`src/design/mlcd_pkg.sv`:
```
package mlcd_pkg;

  // Panel and store geometry
  localparam int MaxWidth   = 256;
  localparam int MaxHeight  = 256;
  localparam int BplMax     = (MaxWidth + 7) / 8;
  localparam int StoreBytes = BplMax * MaxHeight;
  localparam int AddrW      = $clog2(StoreBytes);
  localparam int BplW       = $clog2(BplMax + 1);
  localparam int DimW       = 9;

  // Register reset values
  localparam logic [8:0] WidthRst     = 9'd144;
  localparam logic [8:0] HeightRst    = 9'd168;
  localparam logic [1:0] RotRst       = 2'd0;
  localparam logic [7:0] ThresholdRst = 8'd168;

  // Panel command bits
  localparam logic [7:0] CmdWrite = 8'h01;
  localparam logic [7:0] CmdVcom  = 8'h02;
  localparam logic [7:0] CmdClear = 8'h04;
  localparam logic [7:0] FillOnes = 8'hFF;
  localparam logic [7:0] FillZero = 8'h00;

  typedef enum logic [1:0] {
    REG_WIDTH     = 2'd0,
    REG_HEIGHT    = 2'd1,
    REG_ROTATION  = 2'd2,
    REG_THRESHOLD = 2'd3
  } reg_idx_e;

  typedef enum logic [2:0] {
    MODE_DRAW       = 3'd0,
    MODE_FILL_WHITE = 3'd1,
    MODE_FILL_BLACK = 3'd2,
    MODE_CLEAR      = 3'd3,
    MODE_REF_START  = 3'd4,
    MODE_REF_LINE   = 3'd5
  } mode_e;

  typedef enum logic [2:0] {
    OUT_CLEAR_CMD,
    OUT_WRITE_CMD,
    OUT_ZERO,
    OUT_ADDR,
    OUT_MEM
  } out_sel_e;

  typedef enum logic [3:0] {
    ST_IDLE,
    ST_DECODE,
    ST_FILL,
    ST_CMD,
    ST_CMD_END,
    ST_DRAW_RD,
    ST_DRAW_WR,
    ST_LINE_ADDR,
    ST_LINE_RD,
    ST_LINE_DATA,
    ST_LINE_TRAIL,
    ST_LINE_END
  } state_e;

  typedef struct packed {
    logic [8:0] width;
    logic [8:0] height;
    logic [1:0] rotation;
    logic [7:0] threshold;
  } cfg_t;

  typedef struct packed {
    logic     load_item;
    logic     draw_calc;
    logic     draw_rd;
    logic     draw_wr;
    logic     fill_start;
    logic     fill_step;
    logic     line_start;
    logic     line_rd;
    logic     line_next;
    logic     out_load;
    out_sel_e out_sel;
    logic     out_eot;
    logic     out_last;
    logic     vcom_toggle;
  } dp_cmd_t;

  typedef struct packed {
    mode_e mode;
    logic  out_free;
    logic  sweep_last;
    logic  byte_last;
    logic  draw_ok;
    logic  line_ok;
    logic  line_final;
  } dp_sts_t;

endpackage

```
`src/design/mlcd_regs.sv`:
```
module mlcd_regs (
  input  logic               clk_i,
  input  logic               rst_ni,
  input  logic               psel,
  input  logic               penable,
  input  logic               pwrite,
  input  logic [3:0]         paddr,
  input  logic [31:0]        pwdata,
  output logic [31:0]        prdata,
  output logic               pready,
  output mlcd_pkg::cfg_t     cfg_o
);
  import mlcd_pkg::*;

  cfg_t     cfg_q;
  reg_idx_e idx;
  logic     wr_en;

  assign idx    = reg_idx_e'(paddr[3:2]);
  assign wr_en  = psel & penable & pwrite;
  assign pready = 1'b1;
  assign cfg_o  = cfg_q;

  // Update the addressed register on the access cycle
  always_ff @(posedge clk_i or negedge rst_ni) begin
    if (!rst_ni) begin
      cfg_q.width     <= WidthRst;
      cfg_q.height    <= HeightRst;
      cfg_q.rotation  <= RotRst;
      cfg_q.threshold <= ThresholdRst;
    end else if (wr_en) begin
      case (idx)
        REG_WIDTH:     cfg_q.width     <= pwdata[8:0];
        REG_HEIGHT:    cfg_q.height    <= pwdata[8:0];
        REG_ROTATION:  cfg_q.rotation  <= pwdata[1:0];
        REG_THRESHOLD: cfg_q.threshold <= pwdata[7:0];
        default: ;
      endcase
    end
  end

  // Return the raw register value
  always_comb begin
    case (idx)
      REG_WIDTH:     prdata = {23'd0, cfg_q.width};
      REG_HEIGHT:    prdata = {23'd0, cfg_q.height};
      REG_ROTATION:  prdata = {30'd0, cfg_q.rotation};
      REG_THRESHOLD: prdata = {24'd0, cfg_q.threshold};
      default:       prdata = 32'd0;
    endcase
  end

endmodule

```
`config.mk`:
```
export PLATFORM = sky130hd
export DESIGN_NAME = mlcd_regs
export DESIGN_NICKNAME = d
export VERILOG_FILES = /design/src/design/mlcd_pkg.sv /design/src/design/mlcd_regs.sv
export SDC_FILE = /design/constraint.sdc
export NUM_CORES = 1
export LEC_CHECK = 0
export ABC_AREA = 1
export BUFFER_PORTS_ARGS = -buffer_cell sky130_fd_sc_hd__buf_4
export CORE_MARGIN = 5
export CORE_UTILIZATION = 46
export CTS_BUF_LIST = sky130_fd_sc_hd__clkbuf_16
export CTS_CLUSTER_SIZE = 25
export DETAILED_ROUTE_END_ITERATION = 12
export PLACE_DENSITY = 0.86
export SLEW_MARGIN = 20
export SYNTH_ARGS = -nofsm -noshare
export SYNTH_HDL_FRONTEND = slang
export SYNTH_SLANG_ARGS = --single-unit
export TNS_END_PERCENT = 100
```
`constraint.sdc`:
```
create_clock -name clk_i -period 1.6 [get_ports clk_i]
set_input_delay 0.08 -clock clk_i [delete_from_list [all_inputs] [get_ports clk_i]]
set_output_delay 0.08 -clock clk_i [all_outputs]
set_load 0.02 [all_outputs]
```
Yosys cells after proc, flatten, opt, wreduce, memory -nomap -nowiden
Index checks and enable logic that the tools add are counted.
- reductions and logical operators: 5
- mux-type cells: 1
- bitwise logic cells: 2
- eq/ne operators: 3
- operators by type and width (operator ; number):
    $pmux W32 S4 ; 1
    $reduce_and A2 Y1 ; 4
    $eq A2 B2 Y1 const B ; 2
    $and A1 B1 Y1 ; 2
    $eq A2 B1 Y1 const B ; 1
    $logic_not A2 Y1 ; 1
- bits in registers: 28
- word-level logic and storage cells: 15
- input port bits: 41
- output and inout bits: 61

Depth between registers and ports, before layout
- word-level depth: 3
- mapped depth: 7
- mapped depth without buffers: 6

Least setup slack after synthesis
No wires, ideal clock.
- kind: register -> output
- start: register cfg_q, in the netlist cfg_o[3]
- end: output port prdata[3]
- stages on the path, launching flop included: 3
- data arrival time: 0.831 ns
- data required time: 1.520 ns
- path slack: 0.689 ns
- buffers on the path: 0
- cells stage by stage: dfstp_2 > nand2_1 > nand3_1
- longest elaborated chain between the ends: 1
- ends and longest elaborated chain (item ; RTL line ; source):
    from (decl) ; mlcd_regs.sv:15 ; cfg_t cfg_q;
    $pmux W32 S4 ; mlcd_regs.sv:44 ; case (idx)
    to (decl) ; mlcd_regs.sv:9 ; output logic [31:0] prdata,
No other way between the ends. The select of a mux whose other input is x is not followed.

Worst setup path in the final report
- start: register cfg_q, in the netlist cfg_o[23]
- end: output port prdata[4]
The elaborated chain is that of the path after synthesis.

==> flow_summary.ini <==
[clock_tree]
path_clk_slew_ns = 0.06
post_cts_resized = 0
cts_tree = done
root_buffer = clkbuf_16
clockBufferDepth = 2
clock_sink_count = 28
cts_made_buffers = 3
post_cts_buffers = 0
htree_num_levels = 1
clk_latency_ns = 0.26

[global_routing]
antenna_found_initial = 0
grt_pass1_vias = 1316
track_usage = 0.160
overflow = 0
grt_pass1_wl_microns = 6250
grt_max_degree = 29

[sta]
timing.setup.tns_ns = 0
fin_ws_ns = 0.395
fin_crit_ns = 1.20
setup_violations = 0
timing.hold.ws_ns = 0.0323
rsz0062_at_grt = false
skew_ns = 0
period_share = 0.753
hold_viol = 0
max_freq_mhz = 830
slew_violations = 0

[synthesis]
avgSynthCellArea_sq_um = 8.17
synthCells = 197
seq_area_frac_synth = 0.442
synthDistinctLibCells = 17
ys_warn_count = 0
synth_area_sq_um = 1610
ys_ff_latch = 28

[power]
seqPwrFrac = 0.415
pwr-share-clk = 0.229
p_int_mw = 1.56
vdd_ir_drop_max_v = 0.000624
pwr-share-comb = 0.357
powerDensity_nw_per_um2 = 1200
p_sw_frac = 0.359
p_leak_nw = 1.20
power.switching_uw = 871

[critical_path]
rrSetupSlack_ns = 0.88
worst_ep_required_time_ns = 1.52
cpPeakStageDelay_ns = 0.55
critPathMaxFanout = 3
r2r_cells = 2
slowest_stage = dfstp_2
r2r_end = cfg_o[5]$_DFFE_PN1P_
crit_path_start_kind = flip-flop
endpoint_kind = output pin
critical_path_class = flip-flop to output pin
arrival_ns = 1.12
r2r-start = cfg_o[5]$_DFFE_PN1P_
crit_chain = nand2_1 -> nand3_1 -> buf_4

[final_layout]
largest_reg_flops = 28
fin_area_sq_um = 2030
final_nets = 292
n_antenna_cell = 0
syn2layout_area_growth_pct = 25.9
layout-drive-gt1-share = 0.324

[min_path]
hold_path_class = primary input to flip-flop
whs_endpoint = cfg_o[27]$_DFFE_PN0P_
whs_path_depth = 3
hold_start = pwdata[8]

[floorplan]
ioPinCount = 102
fp.dieArea_sq_um = 4780
die_w_microns = 69.1
row_count = 21
die_y_microns = 69.1
start_util = 0.478
core-area_sq_um = 3360

[detailed_routing]
drt_wl_total_microns = 3810
wl_per_cell_microns = 12.9
ant_nets = 0
dr.pass1.iters = 4
drt_iter0_drc = 68
routed_via_density = 4.54
num_vias = 1344
drc = 0

[place]
io_buffer_count = 52
gp_congestion = 0.801
dp_hpwl_microns = 2840
place_area_sq_um = 1940
dp_slack_ns = 0.628

[run]
maxCapViolCount = 0

[status]
outcome = finished clean
-- power by group through the flow --
stage / clock network [mW] / registers (mW) / logic [mW]
final: 0.556 / 1.01 / 0.866
after global routing: 0.595 / 1.03 / 0.936
after CTS: 0.572 / 1.01 / 0.878
after detailed placement: 0 / 1.02 / 0.875
after global placement: 0 / 1.01 / 0.859
after floorplan: 0 / 1.18 / 0.351
-- area by class of cell --
type	count	area, sq um
clock buffers	3	75.1
flip-flops and latches	28	711
multi-input cells	159	751
repair buffers	53	400
clock inverters	1	3.75
well taps	46	57.6
inverters	6	27.5
fillers	308	1340
-- synthesized netlist by cell type --
library cell,number,area [sq um]
nand2_2,2,12.5
nor2_4,1,11.3
conb_1,2,7.51
dfstp_2,8,210
nand3_1,14,70.1
o21ai_0,2,10.0
inv_2,3,11.3
inv_1,1,3.75
inv_4,2,12.5
buf_6,2,22.5
dfrtp_1,20,500
nor2_8,4,80.1
buf_4,24,180
nand4_1,2,12.5
nand3_4,1,17.5
nand2_1,104,390
nand2_4,5,56.3
-- logic make-up (layout without fill, tap and decap cells) --
group	Yosys count	count (layout)	synth area share
and+or+nand+nor	133	133	0.404
buffers and inverters	32	63	0.143
AOI/OAI and AO/OA	2	2	0.00622
DFF	28	28	0.442
other	2	24	0.00467
-- layer usage --
| metal | share of wire | GRT usage | wire length (microns) | vias to the layer above |
|---|---|---|---|---|
| li1 | - | - | - | 665 |
| met1 | 0.42 | 0.197 | 1610 | 633 |
| met2 | 0.52 | 0.287 | 1980 | 44 |
| met3 | 0.055 | 0.0363 | 211 | 2 |
| met4 | 0.0032 | 0.0260 | 12 | 0 |
| met5 | 0 | 0 | 0 | - |
-- worst max path at each step --
stage	end	from
after floorplan	prdata[3]	cfg_o[3]$_DFFE_PN1P_
after global placement	prdata[6]	paddr[3]
after detailed placement	prdata[4]	paddr[3]
after CTS	prdata[4]	cfg_o[23]$_DFFE_PN1P_
after global routing	prdata[4]	cfg_o[23]$_DFFE_PN1P_
final	prdata[4]	cfg_o[23]$_DFFE_PN1P_
-- per-stage QoR --
step | utilization | instances | total power, mW
after floorplan | - | 219 | 1.53
final | 0.602 | 296 | 2.43
after global placement | 0.576 | 291 | 1.87
after detailed placement | 0.576 | 291 | 1.89
after CTS | 0.602 | 296 | 2.46
after global routing | 0.602 | 296 | 2.56
-- worst max-delay path: cells and delay by family, from the launching register on --
family | cells | cell delay, ns
and+or+nand+nor | 2 | 0.18
buffers and inverters | 1 | 0.15
DFF | 1 | 0.55
-- cell usage in the layout, fill, tap and decap left out, types with 3 or more instances in the layout --
master and instances:
nand3_1 14, dfrtp_1 20, inv_2 3, nor2_8 4, conb_1 24, clkbuf_16 3, nand2_1 104, nand2_4 5
dfstp_2 8, buf_4 52
-- timing repair --
action | CTS | global route
endpoints found under the setup margin | 0 | 0
hold buffers | 1 | 0
hold endpoints to repair | 20 | 0
(Power assumes the default switching activity.)
