`config.mk`:
```
export PLATFORM = sky130hd
export DESIGN_NAME = mlcd_ctrl
export DESIGN_NICKNAME = d
export VERILOG_FILES = /design/src/design/mlcd_pkg.sv /design/src/design/mlcd_ctrl.sv
export SDC_FILE = /design/constraint.sdc
export NUM_CORES = 1
export LEC_CHECK = 0
export ABC_AREA = 1
export BUFFER_PORTS_ARGS = -buffer_cell sky130_fd_sc_hd__buf_2
export CELL_PAD_IN_SITES_DETAIL_PLACEMENT = 1
export CELL_PAD_IN_SITES_GLOBAL_PLACEMENT = 1
export CORE_MARGIN = 2
export CORE_UTILIZATION = 28
export CTS_CLUSTER_SIZE = 30
export DETAILED_ROUTE_END_ITERATION = 10
export GPL_TIMING_DRIVEN = 0
export HOLD_SLACK_MARGIN = 0.05
export PLACE_DENSITY = 0.8
export REMOVE_ABC_BUFFERS = 1
export SETUP_SLACK_MARGIN = 0.5
export SLEW_MARGIN = 20
export SYNTH_ARGS = -nofsm -noshare
export SYNTH_HDL_FRONTEND = slang
export SYNTH_SLANG_ARGS = --single-unit
```
`constraint.sdc`:
```
create_clock -name clk_i -period 1.4 [get_ports clk_i]
set_input_delay 0.28 -clock clk_i [delete_from_list [all_inputs] [get_ports clk_i]]
set_output_delay 0.28 -clock clk_i [all_outputs]
set_load 0.02 [all_outputs]
```
`src/design/mlcd_pkg.sv`:
```
package mlcd_pkg;

  // Panel and store geometry
  localparam int MaxWidth   = 256;
  localparam int MaxHeight  = 256;
  localparam int BplMax     = (MaxWidth + 7) / 8;
  localparam int StoreBytes = BplMax * MaxHeight;
  localparam int AddrW      = $clog2(StoreBytes);
  localparam int BplW       = $clog2(BplMax + 1);
  localparam int DimW       = 9;

  // Register reset values
  localparam logic [8:0] WidthRst     = 9'd144;
  localparam logic [8:0] HeightRst    = 9'd168;
  localparam logic [1:0] RotRst       = 2'd0;
  localparam logic [7:0] ThresholdRst = 8'd168;

  // Panel command bits
  localparam logic [7:0] CmdWrite = 8'h01;
  localparam logic [7:0] CmdVcom  = 8'h02;
  localparam logic [7:0] CmdClear = 8'h04;
  localparam logic [7:0] FillOnes = 8'hFF;
  localparam logic [7:0] FillZero = 8'h00;

  typedef enum logic [1:0] {
    REG_WIDTH     = 2'd0,
    REG_HEIGHT    = 2'd1,
    REG_ROTATION  = 2'd2,
    REG_THRESHOLD = 2'd3
  } reg_idx_e;

  typedef enum logic [2:0] {
    MODE_DRAW       = 3'd0,
    MODE_FILL_WHITE = 3'd1,
    MODE_FILL_BLACK = 3'd2,
    MODE_CLEAR      = 3'd3,
    MODE_REF_START  = 3'd4,
    MODE_REF_LINE   = 3'd5
  } mode_e;

  typedef enum logic [2:0] {
    OUT_CLEAR_CMD,
    OUT_WRITE_CMD,
    OUT_ZERO,
    OUT_ADDR,
    OUT_MEM
  } out_sel_e;

  typedef enum logic [3:0] {
    ST_IDLE,
    ST_DECODE,
    ST_FILL,
    ST_CMD,
    ST_CMD_END,
    ST_DRAW_RD,
    ST_DRAW_WR,
    ST_LINE_ADDR,
    ST_LINE_RD,
    ST_LINE_DATA,
    ST_LINE_TRAIL,
    ST_LINE_END
  } state_e;

  typedef struct packed {
    logic [8:0] width;
    logic [8:0] height;
    logic [1:0] rotation;
    logic [7:0] threshold;
  } cfg_t;

  typedef struct packed {
    logic     load_item;
    logic     draw_calc;
    logic     draw_rd;
    logic     draw_wr;
    logic     fill_start;
    logic     fill_step;
    logic     line_start;
    logic     line_rd;
    logic     line_next;
    logic     out_load;
    out_sel_e out_sel;
    logic     out_eot;
    logic     out_last;
    logic     vcom_toggle;
  } dp_cmd_t;

  typedef struct packed {
    mode_e mode;
    logic  out_free;
    logic  sweep_last;
    logic  byte_last;
    logic  draw_ok;
    logic  line_ok;
    logic  line_final;
  } dp_sts_t;

endpackage

```
`src/design/mlcd_ctrl.sv`:
```
module mlcd_ctrl (
  input  logic              clk_i,
  input  logic              rst_ni,
  input  logic              in_valid_i,
  output logic              in_ready_o,
  input  mlcd_pkg::dp_sts_t sts_i,
  output mlcd_pkg::dp_cmd_t cmd_o
);
  import mlcd_pkg::*;

  state_e state_q, state_d;

  always_ff @(posedge clk_i or negedge rst_ni) begin
    if (!rst_ni) begin
      state_q <= ST_IDLE;
    end else begin
      state_q <= state_d;
    end
  end

  // Sequence one item at a time
  always_comb begin
    state_d    = state_q;
    cmd_o      = '0;
    cmd_o.out_sel = OUT_ZERO;
    in_ready_o = 1'b0;
    case (state_q)
      ST_IDLE: begin
        in_ready_o = 1'b1;
        if (in_valid_i) begin
          cmd_o.load_item = 1'b1;
          state_d = ST_DECODE;
        end
      end
      ST_DECODE: begin
        case (sts_i.mode)
          MODE_DRAW: begin
            cmd_o.draw_calc = 1'b1;
            state_d = ST_DRAW_RD;
          end
          MODE_FILL_WHITE, MODE_FILL_BLACK, MODE_CLEAR: begin
            cmd_o.fill_start = 1'b1;
            state_d = ST_FILL;
          end
          MODE_REF_START: state_d = ST_CMD;
          MODE_REF_LINE: begin
            if (sts_i.line_ok) begin
              cmd_o.line_start = 1'b1;
              state_d = ST_LINE_ADDR;
            end else begin
              state_d = ST_IDLE;
            end
          end
          default: state_d = ST_IDLE;
        endcase
      end
      ST_FILL: begin
        cmd_o.fill_step = 1'b1;
        if (sts_i.sweep_last) begin
          state_d = (sts_i.mode == MODE_CLEAR) ? ST_CMD : ST_IDLE;
        end
      end
      ST_CMD: begin
        if (sts_i.out_free) begin
          cmd_o.out_load    = 1'b1;
          cmd_o.vcom_toggle = 1'b1;
          if (sts_i.mode == MODE_CLEAR) begin
            cmd_o.out_sel = OUT_CLEAR_CMD;
            state_d = ST_CMD_END;
          end else begin
            cmd_o.out_sel  = OUT_WRITE_CMD;
            cmd_o.out_last = 1'b1;
            state_d = ST_IDLE;
          end
        end
      end
      ST_CMD_END: begin
        if (sts_i.out_free) begin
          cmd_o.out_load = 1'b1;
          cmd_o.out_eot  = 1'b1;
          cmd_o.out_last = 1'b1;
          state_d = ST_IDLE;
        end
      end
      ST_DRAW_RD: begin
        if (sts_i.draw_ok) begin
          cmd_o.draw_rd = 1'b1;
          state_d = ST_DRAW_WR;
        end else begin
          state_d = ST_IDLE;
        end
      end
      ST_DRAW_WR: begin
        cmd_o.draw_wr = 1'b1;
        state_d = ST_IDLE;
      end
      ST_LINE_ADDR: begin
        if (sts_i.out_free) begin
          cmd_o.out_load = 1'b1;
          cmd_o.out_sel  = OUT_ADDR;
          cmd_o.line_rd  = 1'b1;
          state_d = ST_LINE_DATA;
        end
      end
      ST_LINE_RD: begin
        cmd_o.line_rd = 1'b1;
        state_d = ST_LINE_DATA;
      end
      ST_LINE_DATA: begin
        if (sts_i.out_free) begin
          cmd_o.out_load = 1'b1;
          cmd_o.out_sel  = OUT_MEM;
          if (sts_i.byte_last) begin
            state_d = ST_LINE_TRAIL;
          end else begin
            cmd_o.line_next = 1'b1;
            state_d = ST_LINE_RD;
          end
        end
      end
      ST_LINE_TRAIL: begin
        if (sts_i.out_free) begin
          cmd_o.out_load = 1'b1;
          cmd_o.out_last = !sts_i.line_final;
          state_d = sts_i.line_final ? ST_LINE_END : ST_IDLE;
        end
      end
      ST_LINE_END: begin
        if (sts_i.out_free) begin
          cmd_o.out_load = 1'b1;
          cmd_o.out_eot  = 1'b1;
          cmd_o.out_last = 1'b1;
          state_d = ST_IDLE;
        end
      end
      default: state_d = ST_IDLE;
    endcase
  end

endmodule

```
[Yosys cells after proc, flatten, opt, wreduce, memory -nomap -nowiden]
Cells that the tools add are included.
Storage, ports and cells
  bits in latches: 0
  bits in read-only memories: 0
  output and inout port bits: 17
  word-level logic and storage cells: 77
  input port bits: 12
  memory bits (writable): 0
  memories: 0
  bits in registers: 4
Cells by class
  $add $sub $neg: 0
  mux-type cells: 46
  multipliers: 0
  bitwise gates (word level): 0
  equal/unequal tests: 23
  shift operators: 0
  $lt $le $gt $ge: 0
  reduce and logical (&&, ||, !) cells: 7
  div/mod/pow operators: 0
Operator list (count)
  4-bit two-way mux: 10
  4-bit one-hot mux with 10 select lines: 1
  1-bit two-way mux: 22
  4-bit by 3-bit == test with 1-bit output (second input constant): 4
  4-bit == test (second input constant): 4
  4-bit one-hot mux with 4 select lines: 1
  2-bit != test (second input constant): 6
  3-bit two-way mux: 3
  3-bit one-hot mux with 3 select lines: 1
  4-bit by 2-bit == test with 1-bit output (second input constant): 2
  2-bit two-way mux: 4
  7-bit AND reduction: 1
  3-bit by 2-bit == test with 1-bit output (second input constant): 2
  3-bit == test (second input constant): 2
  3-bit OR reduction: 2
  5-bit two-way mux: 1
  4-bit by 1-bit == test with 1-bit output (second input constant): 1
  4-bit zero test: 1
  1-bit one-hot mux with 4 select lines: 1
  3-bit by 1-bit == test with 1-bit output (second input constant): 1
  3-bit zero test: 1
  1-bit one-hot mux with 3 select lines: 1
  2-bit by 1-bit != test with 1-bit output (second input constant): 1
  1-bit one-hot mux with 2 select lines: 1
  2 further kinds: 2

[Logic depth before layout (Yosys ltp)]
  depth after elaboration: 4
  depth in mapped cells: 10
  depth with buffers taken out: 9

[Least setup slack after synthesis]
OpenSTA, ideal clock, no wires.
  kind: reg2out
  start: reg state_q[2]
  end: out cmd_o[3] (netlist name)
  path slack: -236 ps
  arrival: 1356 ps
  buffers on the path: 0
  cell stages (with the launch flop): 6
  path through: dfrtp_1 > nor2_1 > nand2_2 > nor2_2 > nand2_1 > o21ai_0
RTL lines
  from (decl): line mlcd_ctrl.sv:11  | state_e state_q, state_d;
  from (signal assigned): line mlcd_ctrl.sv:17  | state_q <= state_d;
  to (decl): line mlcd_ctrl.sv:7  | output mlcd_pkg::dp_cmd_t cmd_o

==> metrics <==
synthesized area per cell=5.253 um^2; fmax=569.4 MHz; Die W=51.65 um; GRT overflow=0; Port Buf Inserts=28; fill cell count=between 300 and 400; Mapped Cells=approximately 120; RSZ-0062 raised after global routing=true; area of the core=between 2000 and 2500 um^2; leakage power total=roughly 0.60 nW; commonest non-fill, non-tap cell in the layout=nand2_1; Total Power=2.402 mW; area occupied by multi-input gates=approximately 550 um^2; ratio of final minimum period to clock period=1.254; Setup WS post-layout=-356.1 ps; # DRC=0; Fin Clk Skew=5.944 ps; share of layout cells above drive strength 1=0.5758; # clock sinks=4; worst slew pin tran=464.5 ps; dpl cells=about 170; die span in y=51.65 um; Worst path max stage delay=450 ps; area delta synth->final=75.98%; Worst Path Class, Setup=flip-flop to output pin; peak supply drop=1.211 mV; Top reg by flops=state_q; IO Pins=29; Seq cells post-synth=4; crit-path cells=inv_2 -> nor2_4 -> nand2_2 -> nand2_2 -> nand2_2 -> o311ai_1 -> buf_2; failing checks=setup timing; DRT antenna net count=0; Final setup viols=21; Worst-Skew Late Latency=240 ps; Final Net Count=around 180; FF/Latch Area=105.1 um^2; cell area after synthesis=635.6 um^2; FP Rows=17; Crit path max-delay family=flip-flops; Diodes inserted=0; largest net degree at the start of global routing=15; via count=956; reg-to-reg startpoint=state_q[0]; clk buf depth=2; Crit path top cell by count=nand2_2; GPL Wtd Cong=0.7770; Worst setup SP type=flip-flop; biggest registers after layout=state_q (4); Data arrival, critical path=1480 ps; Critical R2R Capture=state_q[3]; Yosys cell types=20; Rel. slew slack=0.6900; Finished Layout Cells=a little under 200; Worst Path Required=1120 ps; crit path time final=about 1800 ps; Clk pin slew, worst setup/hold paths=40 ps; HPWL after DPL=1635 um; sequential area share after synthesis=0.1575; vias in the first global route=just under 1000; CP Max Fanout=5; CTS root buffer=clkbuf_4; DIE AREA=2667 um^2; Initial Util=0.2930; worst path bufs/invs=2; htree depth=1; wire per inst=15.11 um; synth warn=0; Largest register FFs=4; antenna violations before repair=0; Num CTS Buffers=3; commonest non-fill, non-tap cells in the layout=23 x nand2_1, 20 x buf_4, 18 x nand2_2, 16 x buf_2, 13 x nand3_1; crit path capture type=output pin; CP max-delay cell=dfrtp_2; cell area power density=about 2100 nW/um^2; CTS tree=built; first-pass GRT wire length=4071 um; HP Class=primary input to async pin; vias per cell=4.953; Worst R2R Path Depth=10; DRT iter0 DRCs=17; gr usage total=0.2005; Slew Limit Fails=0; DR pass1 iterations=6; Routed Wire Length=2916 um; Max-Cap Viols=0; status=finished, violations left; final hold vios=0; R2R setup slack=-270 ps
Yosys cell counts (all sizes together):
| master | number | area (um^2) |
|---|---|---|
| nand4 | 1 | 6.260 |
| nand2 | 43 | 171.4 |
| a21oi | 2 | 13.76 |
| nor2 | 23 | 113.9 |
| buf | 3 | 20.01 |
| inv | 21 | 78.82 |
| a31oi | 1 | 6.260 |
| dfrtp | 4 | 100.1 |
| nor3 | 4 | 25.02 |
| nand3 | 13 | 65.06 |
| o311ai | 1 | 8.760 |
| o21ai | 4 | 20.02 |
| nor4 | 1 | 6.260 |
area by class of cell:
class,instances,area share
timing repair buffer,44,0.2852
multi-input combinational,93,0.4944
inverter,21,0.07494
sequential,4,0.09396
clock buffer,3,0.02013
tap,28,0.03132
stage by stage:
| step | TNS [ps] | util | setup slack, ps | instance area (um^2) | hold slack, ps |
|---|---|---|---|---|---|
| 2_1_floorplan | -1000 | - | -236.5 | 615.6 | -15.59 |
| 3_3_place_gp | -1255 | 0.3645 | -231.0 | 790.8 | 81.28 |
| 3_5_place_dp | -1650 | 0.3645 | -247.2 | 790.8 | 85.07 |
| 4_1_cts | -4144 | 0.4533 | -328.7 | 983.4 | 391.7 |
| 5_1_grt | -6626 | 0.5156 | -440.7 | 1119 | 400.5 |
| 6_report | -5065 | 0.5156 | -356.1 | 1119 | 376.1 |
cells by family after synthesis:
group / synth area share
buffers and inverters: 0.1555
and+or+nand+nor: 0.6102
DFF: 0.1575
AOI/OAI and AO/OA: 0.07678
routing by layer:
| metal | wire length, um | vias to the layer above | GRT usage |
|---|---|---|---|
| met5 | 0 | - | 0 |
| met4 | 99 | 0 | 0.07895 |
| met3 | 114 | 10 | 0.03161 |
| met2 | 1593 | 35 | 0.3846 |
| met1 | 1108 | 448 | 0.2159 |
| li1 | - | 463 | - |
worst max path at each step:
stage	to	cells past startpoint	from	slack (ps)
finish	cmd_o[1]	7	state_q[3]	-360
global route	cmd_o[6]	7	state_q[3]	-440
CTS	cmd_o[1]	5	state_q[3]	-330
detailed placement	cmd_o[1]	5	state_q[1]	-250
global placement	cmd_o[1]	6	state_q[2]	-230
floorplan	cmd_o[3]	5	state_q[2]	-240
report_power, final:
| part | total (mW) | internal (mW) | switching, mW |
|---|---|---|---|
| Clock | 0.149 | 0.0963 | 0.0523 |
| Sequential | 0.322 | 0.177 | 0.144 |
| Combinational | 1.93 | 0.800 | 1.13 |
| Total | 2.40 | 1.07 | 1.33 |
repair_timing:
| item | 4_1_cts | 5_1_grt |
|---|---|---|
| hold buffers | 1 | 0 |
| pin swaps | 8 | 10 |
| setup buffers | 11 | 4 |
| resized for setup | 28 | 35 |
| endpoints found under the setup margin | 21 | 21 |
| endpoints found under the hold margin | 4 | 0 |
No activity file was read; power rests on OpenSTA's default activity.
